===== src/hw/rtl/swtq_pkg.sv =====
`timescale 1ns / 1ps

package swtq_pkg;

    localparam int TIME_W = 64;
    localparam int ID_W   = 8;
    localparam int TICK_W = 32;

    // Input mode codes
    localparam logic MODE_SLEEP = 1'b0;
    localparam logic MODE_TICK  = 1'b1;

    // Result status codes
    localparam logic STATUS_WOKEN  = 1'b0;
    localparam logic STATUS_REJECT = 1'b1;

    typedef struct packed {
        logic [TIME_W-1:0] wake;
        logic [ID_W-1:0]   id;
    } entry_t;

    localparam int ENTRY_W = $bits(entry_t);

endpackage


===== src/hw/rtl/swtq_ram.sv =====
`timescale 1ns / 1ps

module swtq_ram #(
    parameter int WIDTH = 8,
    parameter int DEPTH = 16
) (
    input  logic                     aclk,
    input  logic                     wr_en,
    input  logic [$clog2(DEPTH)-1:0] wr_addr,
    input  logic [WIDTH-1:0]         wr_data,
    input  logic                     rd_en,
    input  logic [$clog2(DEPTH)-1:0] rd_addr,
    output logic [WIDTH-1:0]         rd_data
);

    logic [WIDTH-1:0] mem [DEPTH];

    always_ff @(posedge aclk) begin
        if (wr_en) begin
            mem[wr_addr] <= wr_data;
        end
        // registered read; data holds while no read is issued
        if (rd_en) begin
            rd_data <= mem[rd_addr];
        end
    end

endmodule


===== src/hw/rtl/sorted_wakeup_timer_queue.sv =====
`timescale 1ns / 1ps

// Sleep: a positive request walks the queue from the tail, moving each later entry up a
// slot, one RAM read each; a non-positive request is ignored, a full queue gets a reject.
// Tick: advances time; on a non-empty queue it wakes each due task, one RAM read each;
// results leave through one output register, and a stalled result holds the walk.
// One item at a time; a new item is taken once the previous one is finished.
// Reset clears the tick counter, queue pointers and output register; the RAM is not cleared.

module sorted_wakeup_timer_queue #(
    parameter int QUEUE_DEPTH = 16
) (
    input  logic                             aclk,
    input  logic                             aresetn,
    // input channel
    input  logic                             s_valid,
    output logic                             s_ready,
    input  logic                             s_mode,
    input  logic [swtq_pkg::ID_W-1:0]        s_task_id,
    input  logic signed [swtq_pkg::TICK_W-1:0] s_sleep_ticks,
    // result channel
    output logic                             m_valid,
    input  logic                             m_ready,
    output logic [swtq_pkg::ID_W-1:0]        m_woken_id,
    output logic                             m_status,
    output logic                             m_last
);

    localparam int AW = $clog2(QUEUE_DEPTH);      // RAM address width
    localparam int CW = $clog2(QUEUE_DEPTH + 1);  // fill count width
    localparam int SW = AW + 2;                   // head + count sum width

    localparam logic [2:0] ST_IDLE     = 3'd0;
    localparam logic [2:0] ST_INS_RD   = 3'd1;
    localparam logic [2:0] ST_INS_CMP  = 3'd2;
    localparam logic [2:0] ST_TK_CMP   = 3'd3;
    localparam logic [2:0] ST_TK_FLUSH = 3'd4;
    localparam logic [2:0] ST_REJ      = 3'd5;

    // Control state
    logic [2:0]    state_reg, state_next;
    logic [swtq_pkg::TIME_W-1:0] now_reg, now_next;
    logic [AW-1:0] head_reg, head_next;
    logic [CW-1:0] count_reg, count_next;
    logic          pend_valid_reg, pend_valid_next;
    logic          m_valid_reg, m_valid_next;

    // Working registers
    logic [AW-1:0] cur_reg, cur_next;          // slot being filled during insert
    logic [CW-1:0] left_reg, left_next;        // entries still above the insert slot
    logic [swtq_pkg::TIME_W-1:0] when_reg, when_next;
    logic [swtq_pkg::ID_W-1:0]   new_id_reg, new_id_next;
    logic [swtq_pkg::ID_W-1:0]   pend_id_reg, pend_id_next;
    logic [swtq_pkg::ID_W-1:0]   m_id_reg, m_id_next;
    logic          m_status_reg, m_status_next;
    logic          m_last_reg, m_last_next;

    // RAM port
    logic          ram_wr_en;
    logic [AW-1:0] ram_wr_addr;
    swtq_pkg::entry_t ram_wr_data;
    logic          ram_rd_en;
    logic [AW-1:0] ram_rd_addr;
    logic [swtq_pkg::ENTRY_W-1:0] ram_rd_raw;
    swtq_pkg::entry_t ram_rd;

    logic          out_free;
    logic          sleep_pos;
    logic          due;
    logic [SW-1:0] tail_sum;
    logic [AW-1:0] tail_idx;
    logic [AW-1:0] head_inc;
    logic [AW-1:0] cur_dec;
    logic [AW-1:0] cur_dec2;
    logic [CW-1:0] left_dec;
    logic [CW-1:0] count_dec;

    swtq_ram #(
        .WIDTH (swtq_pkg::ENTRY_W),
        .DEPTH (QUEUE_DEPTH)
    ) u_queue_ram (
        .aclk    (aclk),
        .wr_en   (ram_wr_en),
        .wr_addr (ram_wr_addr),
        .wr_data (ram_wr_data),
        .rd_en   (ram_rd_en),
        .rd_addr (ram_rd_addr),
        .rd_data (ram_rd_raw)
    );

    assign ram_rd = swtq_pkg::entry_t'(ram_rd_raw);

    // Circular-buffer index arithmetic; depth need not be a power of two
    function automatic logic [AW-1:0] idx_inc(input logic [AW-1:0] p);
        idx_inc = (p == AW'(QUEUE_DEPTH - 1)) ? '0 : p + AW'(1);
    endfunction

    function automatic logic [AW-1:0] idx_dec(input logic [AW-1:0] p);
        idx_dec = (p == '0) ? AW'(QUEUE_DEPTH - 1) : p - AW'(1);
    endfunction

    assign tail_sum  = SW'(head_reg) + SW'(count_reg);
    assign tail_idx  = (tail_sum >= SW'(QUEUE_DEPTH)) ? AW'(tail_sum - SW'(QUEUE_DEPTH))
                                                      : tail_sum[AW-1:0];
    assign head_inc  = idx_inc(head_reg);
    assign cur_dec   = idx_dec(cur_reg);
    assign cur_dec2  = idx_dec(cur_dec);
    assign left_dec  = left_reg - CW'(1);
    assign count_dec = count_reg - CW'(1);

    // Output register can take a new item this cycle
    assign out_free  = !m_valid_reg || m_ready;
    // Positive sleep: sign clear and not zero
    assign sleep_pos = !s_sleep_ticks[swtq_pkg::TICK_W-1] && (s_sleep_ticks != '0);
    // Head entry last read from the RAM has come due
    assign due       = (ram_rd.wake <= now_reg);

    assign s_ready    = (state_reg == ST_IDLE);
    assign m_valid    = m_valid_reg;
    assign m_woken_id = m_id_reg;
    assign m_status   = m_status_reg;
    assign m_last     = m_last_reg;

    always_comb begin
        state_next      = state_reg;
        now_next        = now_reg;
        head_next       = head_reg;
        count_next      = count_reg;
        pend_valid_next = pend_valid_reg;
        pend_id_next    = pend_id_reg;
        cur_next        = cur_reg;
        left_next       = left_reg;
        when_next       = when_reg;
        new_id_next     = new_id_reg;

        // drop the held result once taken
        m_valid_next    = m_valid_reg && !m_ready;
        m_id_next       = m_id_reg;
        m_status_next   = m_status_reg;
        m_last_next     = m_last_reg;

        ram_wr_en       = 1'b0;
        ram_wr_addr     = cur_reg;
        ram_wr_data     = '{wake: when_reg, id: new_id_reg};
        ram_rd_en       = 1'b0;
        ram_rd_addr     = cur_dec;

        unique case (state_reg)
            ST_IDLE: begin
                if (s_valid) begin
                    if (s_mode == swtq_pkg::MODE_TICK) begin
                        // advance time, then look at the head (earliest) entry
                        now_next        = now_reg + swtq_pkg::TIME_W'(1);
                        pend_valid_next = 1'b0;
                        if (count_reg != '0) begin
                            ram_rd_en   = 1'b1;
                            ram_rd_addr = head_reg;
                            state_next  = ST_TK_CMP;
                        end
                    end else if (sleep_pos) begin
                        new_id_next = s_task_id;
                        if (count_reg == CW'(QUEUE_DEPTH)) begin
                            state_next = ST_REJ;
                        end else begin
                            when_next  = now_reg + swtq_pkg::TIME_W'(unsigned'(s_sleep_ticks));
                            cur_next   = tail_idx;
                            left_next  = count_reg;
                            state_next = ST_INS_RD;
                        end
                    end
                end
            end

            ST_INS_RD: begin
                if (left_reg == '0) begin
                    // insert slot found at the head end
                    ram_wr_en  = 1'b1;
                    count_next = count_reg + CW'(1);
                    state_next = ST_IDLE;
                end else begin
                    ram_rd_en   = 1'b1;
                    ram_rd_addr = cur_dec;
                    state_next  = ST_INS_CMP;
                end
            end

            ST_INS_CMP: begin
                ram_wr_en = 1'b1;
                if (ram_rd.wake > when_reg) begin
                    // move the later entry up one slot and keep walking
                    ram_wr_data = ram_rd;
                    cur_next    = cur_dec;
                    left_next   = left_dec;
                    if (left_dec == '0) begin
                        state_next = ST_INS_RD;
                    end else begin
                        ram_rd_en   = 1'b1;
                        ram_rd_addr = cur_dec2;
                    end
                end else begin
                    // equal or earlier time: new entry goes behind it
                    count_next = count_reg + CW'(1);
                    state_next = ST_IDLE;
                end
            end

            ST_TK_CMP: begin
                // hold while a pending result cannot be placed
                if (!pend_valid_reg || out_free) begin
                    if (pend_valid_reg) begin
                        m_valid_next  = 1'b1;
                        m_id_next     = pend_id_reg;
                        m_status_next = swtq_pkg::STATUS_WOKEN;
                        m_last_next   = !due;
                    end
                    if (due) begin
                        pend_valid_next = 1'b1;
                        pend_id_next    = ram_rd.id;
                        head_next       = head_inc;
                        count_next      = count_dec;
                        if (count_dec == '0) begin
                            state_next = ST_TK_FLUSH;
                        end else begin
                            ram_rd_en   = 1'b1;
                            ram_rd_addr = head_inc;
                        end
                    end else begin
                        pend_valid_next = 1'b0;
                        state_next      = ST_IDLE;
                    end
                end
            end

            ST_TK_FLUSH: begin
                if (out_free) begin
                    m_valid_next    = 1'b1;
                    m_id_next       = pend_id_reg;
                    m_status_next   = swtq_pkg::STATUS_WOKEN;
                    m_last_next     = 1'b1;
                    pend_valid_next = 1'b0;
                    state_next      = ST_IDLE;
                end
            end

            ST_REJ: begin
                if (out_free) begin
                    m_valid_next  = 1'b1;
                    m_id_next     = new_id_reg;
                    m_status_next = swtq_pkg::STATUS_REJECT;
                    m_last_next   = 1'b1;
                    state_next    = ST_IDLE;
                end
            end

            default: begin
                state_next = ST_IDLE;
            end
        endcase
    end

    always_ff @(posedge aclk) begin
        if (!aresetn) begin
            state_reg      <= ST_IDLE;
            now_reg        <= '0;
            head_reg       <= '0;
            count_reg      <= '0;
            pend_valid_reg <= 1'b0;
            m_valid_reg    <= 1'b0;
        end else begin
            state_reg      <= state_next;
            now_reg        <= now_next;
            head_reg       <= head_next;
            count_reg      <= count_next;
            pend_valid_reg <= pend_valid_next;
            m_valid_reg    <= m_valid_next;
        end
    end

    // Payload and working registers need no reset
    always_ff @(posedge aclk) begin
        cur_reg      <= cur_next;
        left_reg     <= left_next;
        when_reg     <= when_next;
        new_id_reg   <= new_id_next;
        pend_id_reg  <= pend_id_next;
        m_id_reg     <= m_id_next;
        m_status_reg <= m_status_next;
        m_last_reg   <= m_last_next;
    end

endmodule


===== config.mk =====
export PLATFORM = sky130hd
export DESIGN_NAME = sorted_wakeup_timer_queue
export DESIGN_NICKNAME = d
export VERILOG_FILES = /design/src/hw/rtl/swtq_pkg.sv /design/src/hw/rtl/swtq_ram.sv /design/src/hw/rtl/sorted_wakeup_timer_queue.sv
export SDC_FILE = /design/constraint.sdc
export NUM_CORES = 2
export LEC_CHECK = 0
export BUFFER_PORTS_ARGS = -buffer_cell sky130_fd_sc_hd__clkbuf_2
export CORE_MARGIN = 2
export CORE_UTILIZATION = 48
export CTS_BUF_LIST = sky130_fd_sc_hd__clkbuf_4
export DETAILED_ROUTE_END_ITERATION = 12
export PLACE_DENSITY = 0.66
export SLEW_MARGIN = 10
export SYNTH_ARGS = -nofsm -noshare
export SYNTH_HDL_FRONTEND = slang
export SYNTH_SLANG_ARGS = --single-unit

===== constraint.sdc =====
create_clock -name aclk -period 9.6 [get_ports aclk]
set_input_delay 0.96 -clock aclk [delete_from_list [all_inputs] [get_ports aclk]]
set_output_delay 0.96 -clock aclk [all_outputs]
set_load 0.01 [all_outputs]

==> results by group <==
Worst setup path
  – Worst r2r path cells: 13
  – Critical path required time: around 11 ns
  – CP Class: flip-flop to flip-flop
  – CP Data Arrival Time: roughly 7.2 ns
  – Crit-path slowest cell: nor4_2
  – Critical-path cell list: ha_1 > a21oi_1 > o21ai_0 > a211oi_1 > a21oi_1 > nor4_2 > nor4_1 > nor3_1 > o211a_4 > or3_4 > buf_4 > o221ai_1 > nor3_1
  – Critical Path Stages: 13
  – CP Capture Type: flip-flop
  – Max incr delay on CP: between 0.7 and 0.8 ns
  – CP delay by family, top: simple AND/OR/NAND/NOR gates
  – Critical Path Source Type: flip-flop
  – CP bufs+invs: 1
  – CP Max Fanout: 40

STA
  – RSZ-0062 raised after global routing: no
  – Final Skew: around 0.13 ns
  – Final worst-path cycle share: 64.5%
  – Fmax: between 0.15 and 0.2 GHz
  – Slew HR: between 10% and 20%
  – Minimum clock period: around 6.2 ns
  – Worst hold slack: between 0.2 and 0.25 ns
  – Setup TNS: 0 ns
  – Max-slew violations: 0
  – Setup violators final: 0
  – Least-Margin Pin Slew: 1.26 ns
  – Final Hold Fails: 0

Synthesis
  – Fraction of the yosys area taken by sequential cells: approximately two thirds
  – Post-synth ARST share: 0%
  – Synth Flop Type: edfxtp_1
  – Synth warnings: 0
  – Synth Cell Area: 60300 µm²
  – Post-synth EDFFs: between 1000 and 1500
  – Mapped Nets: between 4000 and 5000
  – #FFs+latches synth: ~1400
  – Mean post-synth cell area: about 13 µm²
  – Yosys cell types: 70
  – Mapped Cells: 4744

CTS
  – Later-pin clock latency in the skew report: approximately 1.3 ns
  – H-tree depth: 5
  – Root Driver: clkbuf_4
  – Clock sink total: about 1400
  – Clock-pin transition on the worst setup and hold timing paths: ~0.06 ns
  – CTS tree: done
  – Clk buf depth: 4
  – Total CTS buffers: approximately 360
  – CTS resizes: 0

Floorplanning
  – Initial Utilization: between 40% and 50%
  – Die area: 129000 µm²
  – Die span in y: around 360 µm
  – FP Rows: 130
  – Io pins: 57
  – Core area: ~130000 µm²
  – Die Width: roughly 360 µm

Detailed routing
  – Drt initial violations: about 4700
  – DRT Pass-1 Iters: 5
  – WL/cell: ~22 µm
  – DRC: 0
  – Routed Antenna Nets: 0
  – Via count: between 40000 and 50000
  – Avg Vias per Cell: around 5.8
  – Routed WL: between 150000 and 200000 µm

Cells and area
  – Nets: 5287
  – Max FFs per register: 1152
  – Largest regs: u_queue_ram.mem x1152, u_queue_ram.rd_data x72
  – Top reg by flops: u_queue_ram.mem
  – Layout cells sized above 1: roughly 15%
  – Finished Core Util: 53.7%
  – Area growth syn-to-layout: 11.5%
  – Number of fill cells: 10457

Min path
  – Hold-critical path depth: 3
  – Hold Path Class: input port to flip-flop

Place
  – Gpl congestion: between 0.8 and 0.9
  – IO Port Bufs: 56
  – Hpwl dp: between 80000 and 90000 µm

Run status
  – Run status: finished, final reports clean

GRT
  – Vias in the first global route: ~39000
  – Initial antenna violation count: 4
  – Pin count of the biggest net entering global routing: around 200
  – First-pass GRT wire length: around 230000 µm
  – Total GRT Usage: a little under a quarter
  – Total grt overflow: 0

Power and ir drop
  – Leak: between 20 and 25 nW
  – Cell area power density: ~300 nW/µm²
  – Peak VDD IR: 0.000395 V

Job
  – Maxcap violations: 0
[layer usage]
layer / GRT usage (%) / up-vias / wire [µm]
li1: - / 18429 / -
met1: 33.7 / 19689 / 65700
met2: 37.8 / 1764 / 72500
met3: 4.74 / 243 / 13100
met5: 0 / - / 0
met4: 7.64 / 0 / 3400
[synth_stat cells, types with 78 or more instances]
library cell / instances / share of area [%]
a21oi_1: 402 / 3.3
nor2_1: 372 / 2.3
clkbuf_1: 124 / 0.77
nand3_1: 115 / 0.95
mux2i_1: 78 / 1.3
a22oi_1: 146 / 1.8
nand2_1: 765 / 4.8
edfxtp_1: 1323 / 66
dfxtp_1: 78 / 2.6
o21ai_0: 126 / 1.0
inv_1: 158 / 0.98
xnor2_1: 110 / 1.6
buf_2: 104 / 0.86
ha_1: 178 / 3.7
nor3_1: 117 / 0.97
[timing repair]
item,4_1_cts,5_1_grt
buffers inserted,0,0
hold buffers,9,0
endpoints found under the setup margin,0,0
endpoints found under the hold margin,9,0
[worst register-to-register path: stages, from the launching register on]
cell	delay, ns
edfxtp_1	0.42
ha_1	0.33
a21oi_1	0.15
o21ai_0	0.27
a211oi_1	0.61
a21oi_1	0.31
nor4_2	0.77
nor4_1	0.11
nor3_1	0.44
o211a_4	0.48
or3_4	0.71
buf_4	0.68
o221ai_1	0.24
nor3_1	0.46
[kinds of logic after synthesis]
logic type | count (synthesis) | synth area share, %
AND/OR/NAND/NOR | 1604 | 11.5
flip-flops | 1401 | 68.4
AO/OA/AOI/OAI | 938 | 10.0
buffers and inverters | 402 | 2.79
multiplexers | 95 | 1.61
XOR/XNOR | 124 | 1.80
adder cells (fa/ha/maj) | 180 | 3.76
[area by class of cell]
class | instances | area (µm²) | area share [%]
antenna | 3 | 7.51 | 0.0112
clock buffer | 499 | 3750 | 5.57
clock inverter | 109 | 556 | 0.826
inverter | 160 | 601 | 0.893
multi-input combinational | 2941 | 17600 | 26.1
sequential | 1401 | 41300 | 61.4
tap | 1650 | 2060 | 3.07
timing repair buffer | 194 | 1450 | 2.16
[power breakdown]
group / internal, mW / switching [mW] / total [mW]
Clock: 2.53 / 2.34 / 4.87
Combinational: 2.54 / 5.43 / 7.97
Sequential: 7.55 / 0.238 / 7.79
Total: 12.6 / 8.01 / 20.6
[through the flow]
stage | setup slack [ns] | total power, mW | std cells | area, µm²
floorplan | 0.874 | 13.3 | 4744 | 60300
global placement | 3.43 | 15.7 | 6337 | 62900
detailed placement | 3.43 | 15.8 | 6337 | 62900
CTS | 3.44 | 20.7 | 6954 | 67300
global route | 3.06 | 21.9 | 6957 | 67300
finish | 3.41 | 20.6 | 6957 | 67300
[path summary, 6_finish.rpt]
kind / from / to / slack, ns
max: u_queue_ram.rd_data[71] / u_queue_ram.rd_data[37] / 3.41
min: s_sleep_ticks[2] / when_reg[2] / 0.22
max reg2reg: u_queue_ram.rd_data[71] / u_queue_ram.rd_data[37] / 3.41
min reg2reg: u_queue_ram.rd_data[7] / pend_id_reg[7] / 0.44
[cell usage in the layout, fill, tap and decap left out, types with 22 or more instances in the layout]
master,netlist,final
mux2i_1,78,78
nand4_1,57,57
a21o_1,35,35
nand2_1,765,763
nand3_1,115,115
nor3_1,117,113
and2_1,61,60
nor2b_1,22,22
xnor2_1,110,110
o221ai_1,74,74
dfxtp_1,78,78
a32o_1,72,72
or3_1,24,23
edfxtp_1,1323,1323
inv_1,158,158
a22oi_1,146,146
clkbuf_4,0,499
o21ai_0,126,120
buf_4,12,120
clkinv_1,1,86
ha_1,178,178
nor2_1,372,359
clkbuf_2,0,56
a21oi_1,402,402
No activity file was read; power rests on OpenSTA's default activity.
